<file path="config.mk">
export PLATFORM = sky130hd
export DESIGN_NAME = modbus_rtu_tx_crc_append
export DESIGN_NICKNAME = d
export VERILOG_FILES = /design/src/rtl/mrtc_pkg.sv /design/src/rtl/mrtc_front.sv /design/src/rtl/mrtc_fifo.sv /design/src/rtl/mrtc_back.sv /design/src/rtl/modbus_rtu_tx_crc_append.sv
export SDC_FILE = /design/constraint.sdc
export NUM_CORES = 1
export LEC_CHECK = 0
export ABC_AREA = 0
export BUFFER_PORTS_ARGS = -buffer_cell sky130_fd_sc_hd__buf_4
export CAP_MARGIN = 20
export CORE_ASPECT_RATIO = 0.6
export CORE_MARGIN = 2
export CORE_UTILIZATION = 42
export CTS_CLUSTER_DIAMETER = 150
export DETAILED_ROUTE_END_ITERATION = 16
export PLACE_DENSITY_LB_ADDON = 0.3
export SYNTH_ARGS = -nofsm -noshare
export SYNTH_HDL_FRONTEND = slang
export SYNTH_SLANG_ARGS = --single-unit
</file>
<file path="constraint.sdc">
create_clock -name clk_i -period 3.04 [get_ports clk_i]
set_input_delay 0.608 -clock clk_i [delete_from_list [all_inputs] [get_ports clk_i]]
set_output_delay 0.608 -clock clk_i [all_outputs]
set_load 0.05 [all_outputs]
</file>
<file path="src/rtl/mrtc_pkg.sv">
// ----------------------------------------------------------------------------
// mrtc_pkg
// shared types, constants and the crc-16 byte update for the modbus rtu
// transmit crc append block
// ----------------------------------------------------------------------------
package mrtc_pkg;

  localparam int unsigned ByteW = 8;
  localparam int unsigned CrcW  = 16;

  localparam logic [CrcW-1:0] CrcInit = 16'hFFFF;
  localparam logic [CrcW-1:0] CrcPoly = 16'hA001;

  // queue between front and back
  localparam int unsigned FifoDepth = 2;
  localparam int unsigned FifoPtrW  = (FifoDepth > 1) ? $clog2(FifoDepth) : 1;
  localparam int unsigned FifoCntW  = $clog2(FifoDepth + 1);

  // output sequencer phases
  localparam int unsigned PhaseW = 2;
  localparam logic [PhaseW-1:0] PhData  = 2'd0;
  localparam logic [PhaseW-1:0] PhCrcLo = 2'd1;
  localparam logic [PhaseW-1:0] PhCrcHi = 2'd2;

  // one classified byte, as queued for the back end
  typedef struct packed {
    logic [ByteW-1:0] data_byte;
    logic             frame_last;
    logic [CrcW-1:0]  crc;        // crc including this byte
  } mrtc_entry_t;

  // queue status seen by both ends
  typedef struct packed {
    logic full;
    logic empty;
  } mrtc_fifo_status_t;

  // reflected crc-16, one byte, eight shift steps
  function automatic logic [CrcW-1:0] crc16_byte(input logic [CrcW-1:0] crc,
                                                 input logic [ByteW-1:0] data);
    logic [CrcW-1:0] c;
    c = crc ^ {{(CrcW-ByteW){1'b0}}, data};
    for (int i = 0; i < ByteW; i++) begin
      if (c[0]) begin
        c = (c >> 1) ^ CrcPoly;
      end else begin
        c = c >> 1;
      end
    end
    return c;
  endfunction

endpackage

</file>
<file path="src/rtl/mrtc_front.sv">
// ----------------------------------------------------------------------------
// mrtc_front
// accepts payload bytes, keeps the running crc and queues each byte with
// the crc that covers it
// ----------------------------------------------------------------------------
module mrtc_front (
  input  logic                         clk_i,
  input  logic                         rst_ni,
  input  logic                         in_valid_i,
  output logic                         in_ready_o,
  input  logic [mrtc_pkg::ByteW-1:0]   data_byte_i,
  input  logic                         frame_last_i,
  input  mrtc_pkg::mrtc_fifo_status_t  fifo_status_i,
  output logic                         push_o,
  output mrtc_pkg::mrtc_entry_t        push_entry_o
);

  logic [mrtc_pkg::CrcW-1:0] crc_q, crc_d;
  logic [mrtc_pkg::CrcW-1:0] crc_next;

  assign in_ready_o = ~fifo_status_i.full;
  assign push_o     = in_valid_i & in_ready_o;
  assign crc_next   = mrtc_pkg::crc16_byte(crc_q, data_byte_i);

  assign push_entry_o.data_byte  = data_byte_i;
  assign push_entry_o.frame_last = frame_last_i;
  assign push_entry_o.crc        = crc_next;

  always_comb begin
    crc_d = crc_q;
    if (push_o) begin
      // re-arm after the last byte of a frame
      crc_d = frame_last_i ? mrtc_pkg::CrcInit : crc_next;
    end
  end

  always_ff @(posedge clk_i or negedge rst_ni) begin
    if (!rst_ni) begin
      crc_q <= mrtc_pkg::CrcInit;
    end else begin
      crc_q <= crc_d;
    end
  end

endmodule

</file>
<file path="src/rtl/mrtc_fifo.sv">
// ----------------------------------------------------------------------------
// mrtc_fifo
// short register queue between the front and the back end
// ----------------------------------------------------------------------------
module mrtc_fifo (
  input  logic                         clk_i,
  input  logic                         rst_ni,
  input  logic                         push_i,
  input  mrtc_pkg::mrtc_entry_t        push_entry_i,
  input  logic                         pop_i,
  output mrtc_pkg::mrtc_entry_t        head_o,
  output mrtc_pkg::mrtc_fifo_status_t  status_o
);

  localparam logic [mrtc_pkg::FifoPtrW-1:0] LastPtr =
    mrtc_pkg::FifoPtrW'(mrtc_pkg::FifoDepth - 1);
  localparam logic [mrtc_pkg::FifoCntW-1:0] FullCnt =
    mrtc_pkg::FifoCntW'(mrtc_pkg::FifoDepth);

  mrtc_pkg::mrtc_entry_t mem_q [mrtc_pkg::FifoDepth];

  logic [mrtc_pkg::FifoPtrW-1:0] wr_ptr_q, wr_ptr_d;
  logic [mrtc_pkg::FifoPtrW-1:0] rd_ptr_q, rd_ptr_d;
  logic [mrtc_pkg::FifoCntW-1:0] cnt_q, cnt_d;

  assign status_o.full  = (cnt_q == FullCnt);
  assign status_o.empty = (cnt_q == '0);
  assign head_o         = mem_q[rd_ptr_q];

  always_comb begin
    wr_ptr_d = wr_ptr_q;
    rd_ptr_d = rd_ptr_q;
    cnt_d    = cnt_q;
    if (push_i) begin
      wr_ptr_d = (wr_ptr_q == LastPtr) ? '0 : wr_ptr_q + 1'b1;
    end
    if (pop_i) begin
      rd_ptr_d = (rd_ptr_q == LastPtr) ? '0 : rd_ptr_q + 1'b1;
    end
    if (push_i && !pop_i) begin
      cnt_d = cnt_q + 1'b1;
    end else if (!push_i && pop_i) begin
      cnt_d = cnt_q - 1'b1;
    end
  end

  always_ff @(posedge clk_i or negedge rst_ni) begin
    if (!rst_ni) begin
      wr_ptr_q <= '0;
      rd_ptr_q <= '0;
      cnt_q    <= '0;
    end else begin
      wr_ptr_q <= wr_ptr_d;
      rd_ptr_q <= rd_ptr_d;
      cnt_q    <= cnt_d;
    end
  end

  always_ff @(posedge clk_i) begin
    if (push_i) begin
      mem_q[wr_ptr_q] <= push_entry_i;
    end
  end

endmodule

</file>
<file path="src/rtl/mrtc_back.sv">
// ----------------------------------------------------------------------------
// mrtc_back
// walks each queued byte through its output phases (payload, and after a
// frame's last byte crc low, then crc high) into a registered output stage
// ----------------------------------------------------------------------------
module mrtc_back (
  input  logic                         clk_i,
  input  logic                         rst_ni,
  input  mrtc_pkg::mrtc_entry_t        head_i,
  input  mrtc_pkg::mrtc_fifo_status_t  fifo_status_i,
  output logic                         pop_o,
  output logic                         out_valid_o,
  input  logic                         out_ready_i,
  output logic [mrtc_pkg::ByteW-1:0]   tx_byte_o,
  output logic                         is_crc_o,
  output logic                         run_last_o,
  output logic                         frame_done_o
);

  logic [mrtc_pkg::PhaseW-1:0] phase_q, phase_d;
  logic                        valid_q, valid_d;
  logic [mrtc_pkg::ByteW-1:0]  byte_q, byte_d;
  logic                        is_crc_q, is_crc_d;
  logic                        run_last_q, run_last_d;
  logic                        done_q, done_d;
  logic                        load;

  // output register free to take a new result, and a queued byte present
  assign load = (~valid_q | out_ready_i) & ~fifo_status_i.empty;

  always_comb begin
    phase_d    = phase_q;
    byte_d     = byte_q;
    is_crc_d   = is_crc_q;
    run_last_d = run_last_q;
    done_d     = done_q;
    pop_o      = 1'b0;
    valid_d    = valid_q & ~out_ready_i;
    if (load) begin
      valid_d = 1'b1;
      unique case (phase_q)
        mrtc_pkg::PhData: begin
          byte_d     = head_i.data_byte;
          is_crc_d   = 1'b0;
          run_last_d = ~head_i.frame_last;
          done_d     = 1'b0;
          pop_o      = ~head_i.frame_last;
          phase_d    = head_i.frame_last ? mrtc_pkg::PhCrcLo : mrtc_pkg::PhData;
        end
        mrtc_pkg::PhCrcLo: begin
          byte_d     = head_i.crc[mrtc_pkg::ByteW-1:0];
          is_crc_d   = 1'b1;
          run_last_d = 1'b0;
          done_d     = 1'b0;
          phase_d    = mrtc_pkg::PhCrcHi;
        end
        mrtc_pkg::PhCrcHi: begin
          byte_d     = head_i.crc[mrtc_pkg::CrcW-1:mrtc_pkg::ByteW];
          is_crc_d   = 1'b1;
          run_last_d = 1'b1;
          done_d     = 1'b1;
          pop_o      = 1'b1;
          phase_d    = mrtc_pkg::PhData;
        end
        default: begin
          valid_d = valid_q & ~out_ready_i;
          phase_d = mrtc_pkg::PhData;
        end
      endcase
    end
  end

  always_ff @(posedge clk_i or negedge rst_ni) begin
    if (!rst_ni) begin
      phase_q <= mrtc_pkg::PhData;
      valid_q <= 1'b0;
    end else begin
      phase_q <= phase_d;
      valid_q <= valid_d;
    end
  end

  always_ff @(posedge clk_i) begin
    byte_q     <= byte_d;
    is_crc_q   <= is_crc_d;
    run_last_q <= run_last_d;
    done_q     <= done_d;
  end

  assign out_valid_o  = valid_q;
  assign tx_byte_o    = byte_q;
  assign is_crc_o     = is_crc_q;
  assign run_last_o   = run_last_q;
  assign frame_done_o = done_q;

endmodule

</file>
<file path="src/rtl/modbus_rtu_tx_crc_append.sv">
// ----------------------------------------------------------------------------
// modbus_rtu_tx_crc_append
// modbus rtu transmit framer: passes payload bytes through and appends the
// crc-16 (low byte, then high byte) after the last byte of each frame
// ----------------------------------------------------------------------------
//
//   channel  dir  handshake               payload
//   -------  ---  ----------------------  ------------------------------------
//   in       in   in_valid_i/in_ready_o   data_byte_i, frame_last_i
//   out      out  out_valid_o/out_ready_i tx_byte_o, is_crc_o, run_last_o,
//                                         frame_done_o
//
// one input byte is taken per cycle while the two-entry queue has room; the
// crc update for a byte is done in the accept cycle
// the back end sends one result per cycle unless the queue is empty or the
// output stalls: one per middle byte, three per last byte, so a frame of n
// bytes yields n + 2 results; the first result is written to the queue at the
// accept edge and then loaded from the queue head into the output register
// reset clears the crc to 0xffff, empties the queue, idles the output stage
// a stalled output fills the queue, then drops in_ready_o
//
module modbus_rtu_tx_crc_append (
  input  logic                       clk_i,
  input  logic                       rst_ni,
  // input transfer
  input  logic                       in_valid_i,
  output logic                       in_ready_o,
  input  logic [mrtc_pkg::ByteW-1:0] data_byte_i,
  input  logic                       frame_last_i,
  // output transfer
  output logic                       out_valid_o,
  input  logic                       out_ready_i,
  output logic [mrtc_pkg::ByteW-1:0] tx_byte_o,
  output logic                       is_crc_o,
  output logic                       run_last_o,
  output logic                       frame_done_o
);

  mrtc_pkg::mrtc_fifo_status_t fifo_status;
  mrtc_pkg::mrtc_entry_t       push_entry;
  mrtc_pkg::mrtc_entry_t       head;
  logic                        push;
  logic                        pop;

  // front: running crc, each byte queued with the crc that covers it
  mrtc_front u_front (
    .clk_i         (clk_i),
    .rst_ni        (rst_ni),
    .in_valid_i    (in_valid_i),
    .in_ready_o    (in_ready_o),
    .data_byte_i   (data_byte_i),
    .frame_last_i  (frame_last_i),
    .fifo_status_i (fifo_status),
    .push_o        (push),
    .push_entry_o  (push_entry)
  );

  // decouples input acceptance from the multi-result output sequence
  mrtc_fifo u_fifo (
    .clk_i        (clk_i),
    .rst_ni       (rst_ni),
    .push_i       (push),
    .push_entry_i (push_entry),
    .pop_i        (pop),
    .head_o       (head),
    .status_o     (fifo_status)
  );

  // back: payload byte, then crc low and high on a frame's last byte
  mrtc_back u_back (
    .clk_i         (clk_i),
    .rst_ni        (rst_ni),
    .head_i        (head),
    .fifo_status_i (fifo_status),
    .pop_o         (pop),
    .out_valid_o   (out_valid_o),
    .out_ready_i   (out_ready_i),
    .tx_byte_o     (tx_byte_o),
    .is_crc_o      (is_crc_o),
    .run_last_o    (run_last_o),
    .frame_done_o  (frame_done_o)
  );

endmodule

</file>
; ---- After elaboration in Yosys (flattened, before gate mapping)
; Memories as Yosys holds them, arrays and structs flattened.
; Index checks and enable logic that the tools add are counted.
[totals]
n_memories = 1
ram_bits = 50
register_bits = 34
[op_classes]
n_bitwise = 18
reduce_logical = 16
addsub = 4
eq_ne = 3
n_mux = 25
[mem_list]
columns = name, words, width, read_ports, rd_clocked_by_memory_dff, wr, line_no
row1 = u_fifo.mem_q, 2, 25, 1, 0, 1, mrtc_fifo.sv:20  ; mrtc_pkg::mrtc_entry_t mem_q [mrtc_pkg::FifoDepth];
[ops]
columns = cell, n
row1 = 16-bit 2-to-1 mux, 9
row2 = 2-bit inverter with 3-bit output, 8
row3 = 8-bit case mux with 3 select lines, 1
row4 = 16-bit by 8-bit XOR with 16-bit output, 1
row5 = 1-bit 2-to-1 mux, 8
row6 = 1-bit case mux with 2 select lines, 3
row7 = 2-bit AND reduction, 3
row8 = 2-bit nonzero test, 3
row9 = 1-bit inverter, 5
row10 = "2-bit == test, second input constant", 2
row11 = 2-bit zero test, 2
row12 = 2-bit 2-to-1 mux, 2
row13 = 2-bit case mux with 2 select lines, 1
row14 = 2-bit OR reduction, 2
row15 = 1-bit bitwise AND, 3
row16 = 1-bit case mux with 3 select lines, 1
row17 = 3-bit nonzero test, 1
row18 = 3-bit OR reduction, 1
row19 = "1-bit adder, second input constant", 2
row20 = "2-bit by 1-bit adder with 2-bit output, second input constant", 1
row21 = "2-bit by 1-bit == test with 1-bit output, second input constant", 1
row22 = 1-bit logical AND, 2
row23 = 1-bit zero test, 2
row24 = "2-bit by 1-bit subtractor with 2-bit output, second input constant", 1
row25 = 1-bit bitwise OR, 1

; ---- Longest topological paths before layout
; Gate-level depths: netlist of the first run.
[depth]
word_depth = 18
mapped_depth = 9

; ---- Modules after synthesis
; Synthesis of the first run repeated with hierarchy kept, for this count alone.
[unflattened]
hier_cells = 264
area_unflattened_um2 = 3867.5
[modules_own_cells]
columns = module, cells_per_inst, seq_area_each_um2, instances, area_per_inst_um2
row1 = mrtc_fifo, 94, 1601.5, 1, 2092.0
row2 = mrtc_front, 106, 420.4, 1, 1028.5
row3 = mrtc_back, 64, 405.4, 1, 747.0

; ---- Worst setup path after synthesis of the first run
; Ideal clock, no wire load.
[synth_path]
path_kind = reg2reg
start = reg u_fifo.cnt_q[0] (netlist bit)
end = mem u_fifo.mem_q[0][0] (netlist bit), enable pin
period_less_slack_ns = 2.814
stages_incl_launch_ff = 5
setup_ns = 0.407
t_arrival_ns = 2.407
setup_slack_ns = 0.226
required_time_ns = 2.633
cell_sequence = dfrtp_1 nand2b_1 nand2_1 clkbuf_1 nor2_1
[synth_via]
elab_chain_len = 5
[synth_rtl]
columns = item, line_no
row1 = start: declaration, mrtc_fifo.sv:24  ; logic [mrtc_pkg::FifoCntW-1:0] cnt_q, cnt_d;
row2 = start signal: assignment, mrtc_fifo.sv:55  ; cnt_q <= cnt_d;
row3 = 2-bit == test, mrtc_fifo.sv:26  ; assign status_o.full = (cnt_q == FullCnt);
row4 = 1-bit inverter, mrtc_front.sv:21  ; assign in_ready_o = ~fifo_status_i.full;
row5 = net in_ready_o, modbus_rtu_tx_crc_append.sv:27  ; output logic in_ready_o,
row6 = 1-bit bitwise AND, mrtc_front.sv:22  ; assign push_o = in_valid_i & in_ready_o;
row7 = 1-bit 2-to-1 mux, mrtc_fifo.sv:60  ; if (push_i) begin
row8 = 1-bit 2-to-1 mux (implied by the code), mrtc_fifo.sv:61  ; mem_q[wr_ptr_q] <= push_entry_i;
row9 = end: declaration, mrtc_fifo.sv:20
; The timed path passes the listed nets, and every way through them passes these cells.

==> summary.md, run 1 <==
| Metric | Value |
|---|---|
| Nets@finish | slightly below 300 |
| Synth area leader | edfxtp_1 |
| First-pass GRT wire length | 10,600 µm |
| Vias post-DR | 1,920 |
| Mapped Area | 0.00353 mm² |
| First-pass DRT Iterations | 4 |
| Synth cell types | 26 |
| Outcome | complete, no violations |
| CTS Hold Bufs | 0 |
| Die width | between 100 and 150 µm |
| Worst-Skew Late Latency | roughly 0.34 ns |
| Worst path arrival time | ~2.3 ns |
| R2R Setup Slk | 0.80 ns |
| # diodes | 0 |
| Leading cell types by count after synthesis | edfxtp_1, nor2_1, mux2_2 |
| Synth-to-Final Area Change | 18.0% |
| CTS Sinks | 84 |
| Mapped Cells | 245 |
| Final Wtd Congestion | about 0.77 |
| Total gr overflow | 0 |
| Largest net degree at the start of global routing | 26 |
| Slew @ Worst Pin | roughly 0.7 ns |
| Vias in the first global route | approximately 1,800 |
| Post-Synth XOR/XNOR Area | 0.0809 |
| Clk pin slew, worst setup/hold paths | 0.06 ns |
| EDFF count, synth | between 60 and 70 |
| Peak Freq | 447 MHz |
| FILL cells | 693 |
| Area contributors post-synth | edfxtp_1, dfstp_2, mux2_2 |
| Fin. Hold Viols | 0 |
| Relative slew slack | 0.532 |
| Post-layout min period | about 2.2 ns |
| Unrepaired setup endpoints after global routing | false |
| Synthesis warning total | 0 |
| Maxcap violations | 0 |
| Required @ worst endpoint | ~3.1 ns |
| Die ar. | 0.00917 mm² |
| H-tree Lvls | 3 |
| Core area | ~0.008 mm² |
| Share of post-route cells with drive strength above 1 | 0.305 |
| Slew Limit Fails | 0 |
| Post-Syn Nets | roughly 260 |
| DRT Wirelength | 6650 µm |
| CTS tree | built |
| Initial Utilization | 0.441 |
| Post-Synth Adder-Cell Area | 0.0177 |
| Mux share of post-synthesis cell area | 0.0574 |
| Root buffer cell | clkbuf_16 |
| Initial antenna violation count | 0 |
| Crit-path max FO | 4 |
| Worst Hold Class | primary input to asynchronous set/reset pin |
| Cts bufs inserted | 9 |
| CTS-repair resized insts | 0 |
| Syn avg cell area | 14.4 µm² |
| Post-CTS Setup Bufs | 0 |
| WL per Instance | about 17 µm |
| Simple-Gate Fraction of Synth Area | 0.0663 |
| Fin crit share | 0.736 |
| Crit path kind | register to register |
| Vias per Instance | 4.92 |
| GRT Total Usage | 0.168 |
| Startpoint types | register |
| Share of the synthesized area in the top cell type | 0.519 |
| Predominant post-synthesis flop cell | edfxtp_1 |
| Clock tree buffer depth | 2 |
| Placement row count | 25 |
| Die Height | approximately 75 µm |
| PortBufs | 25 |
| Ys async rst share | 0.274 |
| Seq cells post-synth | 84 |
| DRT iter0 DRCs | about 110 |
| Cell with the most instances after synthesis | edfxtp_1 |
| Worst setup EP type | register |
| Largest family of logic cells by synthesized area | XOR/XNOR gates |
| Final setup violation count | 0 |
| Synth Area in Compound Gates | 0.0684 |
| Sequential fraction of the synthesis area | 0.688 |
| Setup TNS | 0 ns |
| IO Count | 26 |
| Post-DRT Antenna Nets | 0 |
| HPWL after detailed placement | approximately 4300 µm |
| Final clock skew | around 0.0058 ns |
| DR DRC count | 0 |
## worst max-delay path, stage by stage, from the launching register on
cell and delay, ns:
dfstp_2 0.56, xnor2_2 0.15, xnor3_1 0.44, xnor3_2 0.45, xnor3_1 0.34, inv_1 0.06
## area by class of cell
type / instances / area, µm² / share of cell area
Clock buffer: 10 / 229 / 0.0550
Sequential cell: 84 / 2430 / 0.583
Inverter: 9 / 33.8 / 0.00811
Tap cell: 108 / 135 / 0.0325
Clock inverter: 6 / 70.1 / 0.0168
Timing Repair Buffer: 32 / 240 / 0.0577
Multi-Input combinational cell: 141 / 1030 / 0.247
## final timing paths
path	end	depth (start not counted)	from
worst max-delay path	u_fifo.mem_q[1][0]	5	u_front.crc_q[0]
worst min-delay path	u_fifo.cnt_q[1]	1	rst_ni
worst max register to register	u_fifo.mem_q[1][0]	5	u_front.crc_q[0]
worst min register to register	u_front.crc_q[1]	2	u_front.crc_q[1]
max in group asynchronous	u_front.crc_q[6]	1	rst_ni
min in group clk_i	u_front.crc_q[1]	2	u_front.crc_q[1]
## flip-flops by register name, indices dropped and copies added, names as in the netlist
register	cells
u_back.phase_q	2
u_fifo.rd_ptr_q	1
u_back.run_last_o	1
u_back.frame_done_o	1
u_back.is_crc_o	1
u_fifo.cnt_q	2
u_back.tx_byte_o	8
u_fifo.mem_q	50
u_front.crc_q	16
u_fifo.wr_ptr_q	1
u_back.out_valid_o	1
## through the flow
stage | hold WS [ns] | std cells | setup WS (ns) | area, µm² | utilization
4_1_cts | 0.170 | 390 | 0.802 | 4160 | 0.520
2_1_floorplan | 0.312 | 245 | 0.226 | 3530 | -
3_3_place_gp | 0.448 | 374 | 0.560 | 3860 | 0.483
5_1_grt | 0.181 | 390 | 0.729 | 4160 | 0.520
6_report | 0.168 | 390 | 0.803 | 4160 | 0.520
3_5_place_dp | 0.453 | 374 | 0.522 | 3860 | 0.483
## metal layers
metal	track usage	up-vias	routed length, µm
met2	0.226	46	2560
met3	0.0636	9	407
met5	0	-	0
met1	0.250	927	3600
met4	0.0575	0	88
li1	-	938	-
## kinds of logic after synthesis
kind of cell / Yosys count
flops: 84
simple gates: 53
compound gates: 39
xor+xnor: 26
buf+inv: 20
mux: 18
fa+ha+maj: 5
## cells in the final DEF, fill, tap and decap left out, types with 7 or more instances in the layout
cell / n
mux2_2: 18
dfrtp_1: 7
xnor2_1: 15
nor2_1: 21
inv_1: 8
clkbuf_16: 9
a22oi_1: 8
dfstp_2: 16
edfxtp_1: 61
nand2_1: 14
a21oi_1: 12
a211oi_1: 8
nor2b_1: 8
o21ai_0: 9
buf_4: 32
Power of run 1 is not shown: default switching activity piles up to over one toggle a cycle in this logic, so the estimate is an artifact.
==> run 2, diff against run 1 <==
--- a/config.mk
+++ b/config.mk
@@ -5,7 +5,7 @@
 export SDC_FILE = /design/constraint.sdc
 export NUM_CORES = 1
 export LEC_CHECK = 0
-export ABC_AREA = 0
+export ABC_AREA = 1
 export BUFFER_PORTS_ARGS = -buffer_cell sky130_fd_sc_hd__buf_4
 export CAP_MARGIN = 20
 export CORE_ASPECT_RATIO = 0.6
==> constraint.sdc (replaced) <==
create_clock -name clk_i -period 2.1 [get_ports clk_i]
set_input_delay 0.42 -clock clk_i [delete_from_list [all_inputs] [get_ports clk_i]]
set_output_delay 0.42 -clock clk_i [all_outputs]
set_load 0.05 [all_outputs]
==> summary.md, run 2 <==
| Metric | Value |
|---|---|
| Post-Synth Adder-Cell Area | 0.0167 |
| Synth-to-Final Area Change | 24.7% |
| Predominant post-synthesis flop cell | edfxtp_1 |
| Nets@finish | between 300 and 400 |
| Final clock skew | slightly above 0.01 ns |
| Final Wtd Congestion | about 0.83 |
| Final WS setup | -0.102 ns |
| Seq cells post-synth | 84 |
| Hold_sp | out_ready_i |
| Relative slew slack | 0.583 |
| Vias post-DR | 2,487 |
| DRT iter0 DRCs | 256 |
| EDFF count, synth | 61 |
| First-pass GRT wire length | between 10,000 and 15,000 µm |
| Crit-path max FO | 4 |
| Sequential fraction of the synthesis area | 0.648 |
| CTS tree | built |
| Startpoint types | register |
| Core area | about 0.0086 mm² |
| Number of flip-flops in the largest register | 50 |
| Most common cell after layout, fill and taps aside | edfxtp_1 |
| Post-Place Setup Slack | -0.0643 ns |
| Mapped Area | 0.00374 mm² |
| # diodes | 0 |
| Reg-to-reg startpoint | u_front.crc_q[0] |
| Vias in the first global route | about 2,200 |
| Cts bufs inserted | 9 |
| Most Frequent Cell on Critical Path | nand2_4 |
| First-pass DRT Iterations | 4 |
| Synthesis warning total | 0 |
| Cell Chain, Critical Path | inv_2, nand2_2, nand2_2, nand2_4, nand3_2, nand3_4, nand2_4, nand2_4, nand3_4, nand2_4, nand2_4, nand2_4, nand2_4, nand3_2, nand2_2 |
| Die ar. | between 0.009 and 0.01 mm² |
| Inst Count DP | about 460 |
| Post-DRT Antenna Nets | 0 |
| CTS Sinks | 84 |
| Synth cell types | 27 |
| Worst-Skew Late Latency | 0.34 ns |
| Simple-Gate Fraction of Synth Area | 0.159 |
| Fin crit share | 1.05 |
| Root buffer cell | clkbuf_16 |
| Pleak | about 1.9 nW |
| Clk pin slew, worst setup/hold paths | ~0.060 ns |
| Final setup violation count | 12 |
| WL per Instance | 17.2 µm |
| Total gr overflow | 0 |
| Vias per Instance | a little over 5 |
| PD cells | around 1800 mW/mm² |
| Largest net degree at the start of global routing | 26 |
| Synth area leader | edfxtp_1 |
| Cell with the most instances after synthesis | edfxtp_1 |
| DRT Wirelength | 8390 µm |
| Commonest non-fill, non-tap cells in the layout | edfxtp_1, buf_4, nor2_1 |
| Slew @ Worst Pin | ~0.62 ns |
| CP top delay family | simple AND/OR/NAND/NOR gates |
| Fin. Hold Viols | 0 |
| Initial antenna violation count | 0 |
| Finished Core Util | 0.544 |
| H-tree Lvls | 3 |
| Failing checks | negative setup slack |
| Worst setup EP type | register |
| GRT Total Usage | 0.179 |
| Post-Synth XOR/XNOR Area | 0.0434 |
| Worst path arrival time | between 2 and 2.5 ns |
| Area contributors post-synth | edfxtp_1, dfstp_2, dfrtp_1 |
| Worst Hold Class | primary input to register |
| Post-Syn Nets | 338 |
| Largest family of logic cells by synthesized area | simple AND/OR/NAND/NOR gates |
| DR DRC count | 0 |
| Outcome | finished with violations |
| Mux share of post-synthesis cell area | 0 |
| Synth Area in Compound Gates | 0.0875 |
| WP buf/inv | 1 |
| Mapped Cells | 320 |
| Worst path slowest cell | dfstp_2 |
| IO Count | 26 |
| Die Height | 77.1 µm |
| Syn avg cell area | about 12 µm² |
| HPWL after detailed placement | between 5000 and 6000 µm |
| Max VDD drop | a little over 0.8 mV |
| Post-layout min period | about 2.2 ns |
| Peak Freq | 454 MHz |
| Maxcap violations | 0 |
| Share of the synthesized area in the top cell type | 0.489 |
| Die width | 126 µm |
| Setup TNS | -0.771 ns |
| Leading cell types by count after synthesis | edfxtp_1, nor2_1, nand2_1 |
| CP max stage delay | 0.58 ns |
| Slew Limit Fails | 0 |
| Post-route insts no fill | between 400 and 500 |
| PortBufs | 25 |
| Clock tree buffer depth | 2 |
| Crit path from | u_front.crc_q[0] |
| Ys async rst share | 0.274 |
| FILL cells | between 700 and 800 |
| Share of post-route cells with drive strength above 1 | 0.354 |
| Unrepaired setup endpoints after global routing | true |
| Crit path kind | register to register |
| Initial Utilization | 0.436 |
| Placement row count | 26 |
| Register name with the most flops | u_fifo.mem_q |
| Required @ worst endpoint | 2.19 ns |
## run 2: cell types whose count changed in the layout (fill, tap and decap cells not counted), sizes merged, moves of 12 or more
cell / previous run / this run
nand2: 14 / 53
inv: 11 / 36
nor2: 22 / 43
nand3: 0 / 20
mux2: 18 / 0
buf: 32 / 49
o22ai: 0 / 16
o21ai: 9 / 22
xnor2: 17 / 5
## run 2: power by group
part	internal (mW)	switching [mW]	total, mW
combinational	1.41	2.68	4.10
clock	0.811	0.655	1.47
sequential	2.80	0.264	3.06
## run 2: path summary, 6_finish.rpt
path                                             to  cells past startpoint  slack [ns]
worst max-delay path            u_fifo.mem_q[1][13]                     15       -0.10
worst min-delay path             u_back.out_valid_o                      2        0.27
worst max register to register  u_fifo.mem_q[1][13]                     15       -0.10
worst min register to register      u_fifo.cnt_q[0]                      1        0.48
max in group asynchronous          u_front.crc_q[3]                      2        1.28
min in group asynchronous           u_fifo.rd_ptr_q                      2        0.52
## run 2: kinds of logic after synthesis
family	count (synthesis)
AND/OR/NAND/NOR	116
flip-flops	84
AO/OA/AOI/OAI	54
buffers and inverters	45
XOR/XNOR	16
adder cells (fa/ha/maj)	5
## run 2: area by class of cell
cell class	count	area [µm²]	share of cell area
clock inverter	6	48.8	0.0104
tap	112	140	0.0300
timing repair buffer	50	378	0.0809
sequential	84	2430	0.520
multi-input combinational	191	1320	0.282
clock buffer	10	229	0.0490
inverter	35	131	0.0281
## run 2: timing repair
action / in CTS / in global routing
gates resized for setup: 0 / 31
hold buffers: 1 / 0
endpoints found under the setup margin: 4 / 20
buffers inserted: 2 / 7
pin swaps: 5 / 13
endpoints found under the hold margin: 7 / 0
## run 2: per-layer routing
metal,vias to the layer above,part of all wire,GRT usage
met5,-,0,0
met4,0,0.012,0.0659
met3,10,0.079,0.0475
met2,81,0.42,0.228
met1,1198,0.49,0.285
li1,1198,-,-
## run 2: worst reg2reg max path, cell delays in order, from the launching register on
cell	delay, ns
dfstp_2	0.58
inv_2	0.07
nand2_2	0.06
nand2_2	0.07
nand2_4	0.10
nand3_2	0.12
nand3_4	0.12
nand2_4	0.09
nand2_4	0.10
nand3_4	0.10
nand2_4	0.11
nand2_4	0.07
nand2_4	0.11
nand2_4	0.07
nand3_2	0.12
nand2_2	0.06
## run 2: stage by stage
step           total power [mW]  instance area [µm²]  hold WS [ns]
5_1_grt                    9.17                 4670         0.271
6_report                   8.62                 4670         0.273
4_1_cts                    8.15                 4470         0.259
3_5_place_dp               6.63                 4160         0.343
2_1_floorplan              5.47                 3750         0.124
3_3_place_gp               6.53                 4160         0.344
No activity file was read; power rests on OpenSTA's default activity.
==> run 3, diff against run 2 <==
--- a/config.mk
+++ b/config.mk
@@ -8,7 +8,6 @@
 export ABC_AREA = 1
 export BUFFER_PORTS_ARGS = -buffer_cell sky130_fd_sc_hd__buf_4
 export CAP_MARGIN = 20
-export CORE_ASPECT_RATIO = 0.6
 export CORE_MARGIN = 2
 export CORE_UTILIZATION = 42
 export CTS_CLUSTER_DIAMETER = 150
==> constraint.sdc (replaced) <==
create_clock -name clk_i -period 2.1 [get_ports clk_i]
set_input_delay 0.21 -clock clk_i [delete_from_list [all_inputs] [get_ports clk_i]]
set_output_delay 0.21 -clock clk_i [all_outputs]
set_load 0.05 [all_outputs]
==> summary.md, run 3 (same netlist as run 2, synthesis figures left out) <==
| Metric | Value |
|---|---|
| Initial antenna violation count | 0 |
| Crit-path max FO | 4 |
| HPWL after detailed placement | about 4900 µm |
| Worst Reg-to-Reg Cells | 10 |
| Most Frequent Cell on Critical Path | nand2_8 |
| Core area | slightly below 0.009 mm² |
| Startpoint types | register |
| Final clock skew | 0.0166 ns |
| WP buf/inv | 1 |
| Final WS setup | -0.140 ns |
| Met1 usage | 0.231 |
| DRT Wirelength | just under 8000 µm |
| Slew @ Worst Pin | around 0.72 ns |
| Crit path from | u_front.crc_q[4] |
| First-pass DRT Iterations | 4 |
| Placed cell area | approximately 0.0041 mm² |
| Sw power | roughly 3.5 mW |
| CP max stage delay | between 0.5 and 0.6 ns |
| Hold path depth | 2 |
| Worst r2r dst | u_fifo.mem_q[0][0] |
| Final Wtd Congestion | ~0.8 |
| DR DRC count | 0 |
| Nets@finish | roughly 380 |
| Clock tree buffer depth | 2 |
| Total gr overflow | 0 |
| Register name with the most flops | u_fifo.mem_q |
| Post-layout min period | 2.24 ns |
| PD cells | around 1800 mW/mm² |
| Cts bufs inserted | 9 |
| Unrepaired setup endpoints after global routing | true |
| Sw frac | 0.427 |
| Clk pin slew, worst setup/hold paths | around 0.10 ns |
| Failing checks | negative setup slack |
| Number of flip-flops in the largest register | 50 |
| Maxcap violations | 0 |
| Outcome | finished with violations |
| WL per Instance | roughly 16 µm |
| Post-route insts no fill | approximately 480 |
| IO Count | 26 |
| Worst setup EP type | register |
| Initial Utilization | 0.432 |
| Final setup violation count | 18 |
| Pint | approximately 4.7 mW |
| Largest net degree at the start of global routing | 26 |
| Fin crit share | 1.07 |
| Inst Count DP | ~450 |
| Pleak | approximately 1.8 nW |
| Area of the multi-input gates | between 0.001 and 0.0015 mm² |
| Reg-to-reg startpoint | u_front.crc_q[4] |
| Commonest non-fill, non-tap cells in the layout | edfxtp_1, buf_4, nor2_1 |
| Vias per Instance | a little over 5 |
| Peak Freq | between 400 and 500 MHz |
| CTS tree | built |
| GRT Total Usage | 0.163 |
| Root buffer cell | clkbuf_8 |
| Worst-Skew Late Latency | between 0.3 and 0.4 ns |
| Cell Chain, Critical Path | xnor2_1, inv_1, nand3_2, nand3_4, nand2_4, nand2_8, nand2_8, nand2_8, nand3_4, nand2_1 |
| Relative slew slack | 0.521 |
| Synth-to-Final Area Change | 21.8% |
| Worst Hold Class | primary input to register |
| Share of post-route cells with drive strength above 1 | 0.333 |
| Max VDD drop | between 0.5 and 0.6 mV |
| Fin area | about 0.0046 mm² |
| FILL cells | 740 |
| Die width | 98.4 µm |
| Met3 Track Usage GR | 0.0213 |
| Fin. Hold Viols | 0 |
| PortBufs | 25 |
| Die Height | just under 100 µm |
| Finished Core Util | 0.525 |
| Worst path slowest cell | xnor2_1 |
| Peak-usage layer in the global routing report | met2 |
| Vias post-DR | about 2,400 |
| Critical path depth in cells | 10 |
| First-pass GRT wire length | between 10,000 and 15,000 µm |
| Met2 usage | 0.252 |
| Required @ worst endpoint | between 2 and 2.5 ns |
| Worst path arrival time | 2.35 ns |
| Most common cell after layout, fill and taps aside | edfxtp_1 |
| Vias in the first global route | ~2,400 |
| Register area | 0.00243 mm² |
| Crit path kind | register to register |
| CP top delay family | simple AND/OR/NAND/NOR gates |
| Comb power frac | 0.484 |
| Setup TNS | -1.24 ns |
| Die ar. | 0.00969 mm² |
| H-tree Lvls | 3 |
| Crit path capture | u_fifo.mem_q[0][0] |
| CTS Sinks | 84 |
| R2R Setup Slk | -0.14 ns |
| Post-DRT Antenna Nets | 0 |
| # diodes | 0 |
| Clk pwr share | 0.143 |
| Placement row count | 34 |
| Flop pwr share | 0.373 |
| DRT iter0 DRCs | approximately 130 |
| Slew Limit Fails | 0 |
## run 3: cell count changes in the layout (fill, tap and decap cells not counted), moves of 2 or more
| cell | delta |
|---|---|
| buf_4 | -7 |
| nand2_8 | +3 |
| nand3_4 | +4 |
| nand3_2 | -3 |
| nand2_4 | -3 |
| clkbuf_16 | -9 |
| xor2_1 | +2 |
| clkbuf_8 | +9 |
| xor2_4 | -2 |
## run 3: layout make-up
type                            count  area share
Sequential cell                    84       0.532
Tap cell                          108      0.0296
Clock buffer                       10      0.0280
Multi-Input combinational cell    191       0.294
Clock inverter                      6      0.0156
Inverter                           35      0.0288
Timing Repair Buffer               43      0.0714
## run 3: layer usage
layer	vias to the layer above	share of wire	wire [µm]
met2	49	0.47	3650
met4	0	0.021	163
met3	12	0.044	339
met5	-	0	0
met1	1185	0.46	3570
li1	1179	-	-
## run 3: power groups by stage
stage	Combinational, mW	Sequential (mW)	Clock (mW)
global route	4.31	3.11	1.25
detailed placement	3.33	3.07	0
finish	3.95	3.04	1.16
global placement	3.27	3.05	0
CTS	3.35	3.03	1.18
floorplan	2.03	3.44	0
## run 3: what timing repair did
item	in CTS	in global routing
hold buffers	1	0
gates resized for setup	0	34
endpoints found under the hold margin	7	0
setup endpoints to repair	0	17
buffers inserted	0	7
## run 3: per-stage QoR
stage	hold slack (ns)	power [mW]	setup WS, ns
4_1_cts	0.0419	7.57	0.0125
3_3_place_gp	0.136	6.31	0.106
6_report	0.0498	8.15	-0.140
5_1_grt	0.0412	8.66	-0.232
2_1_floorplan	-0.0856	5.47	0.00991
3_5_place_dp	0.139	6.40	0.0300
## run 3: worst min path at each step
stage                 from            endpoint
5_1_grt        out_ready_i  u_back.out_valid_o
2_1_floorplan       rst_ni  u_back.out_valid_o
3_3_place_gp        rst_ni     u_fifo.wr_ptr_q
6_report       out_ready_i  u_back.out_valid_o
3_5_place_dp        rst_ni     u_fifo.wr_ptr_q
4_1_cts        out_ready_i  u_back.out_valid_o
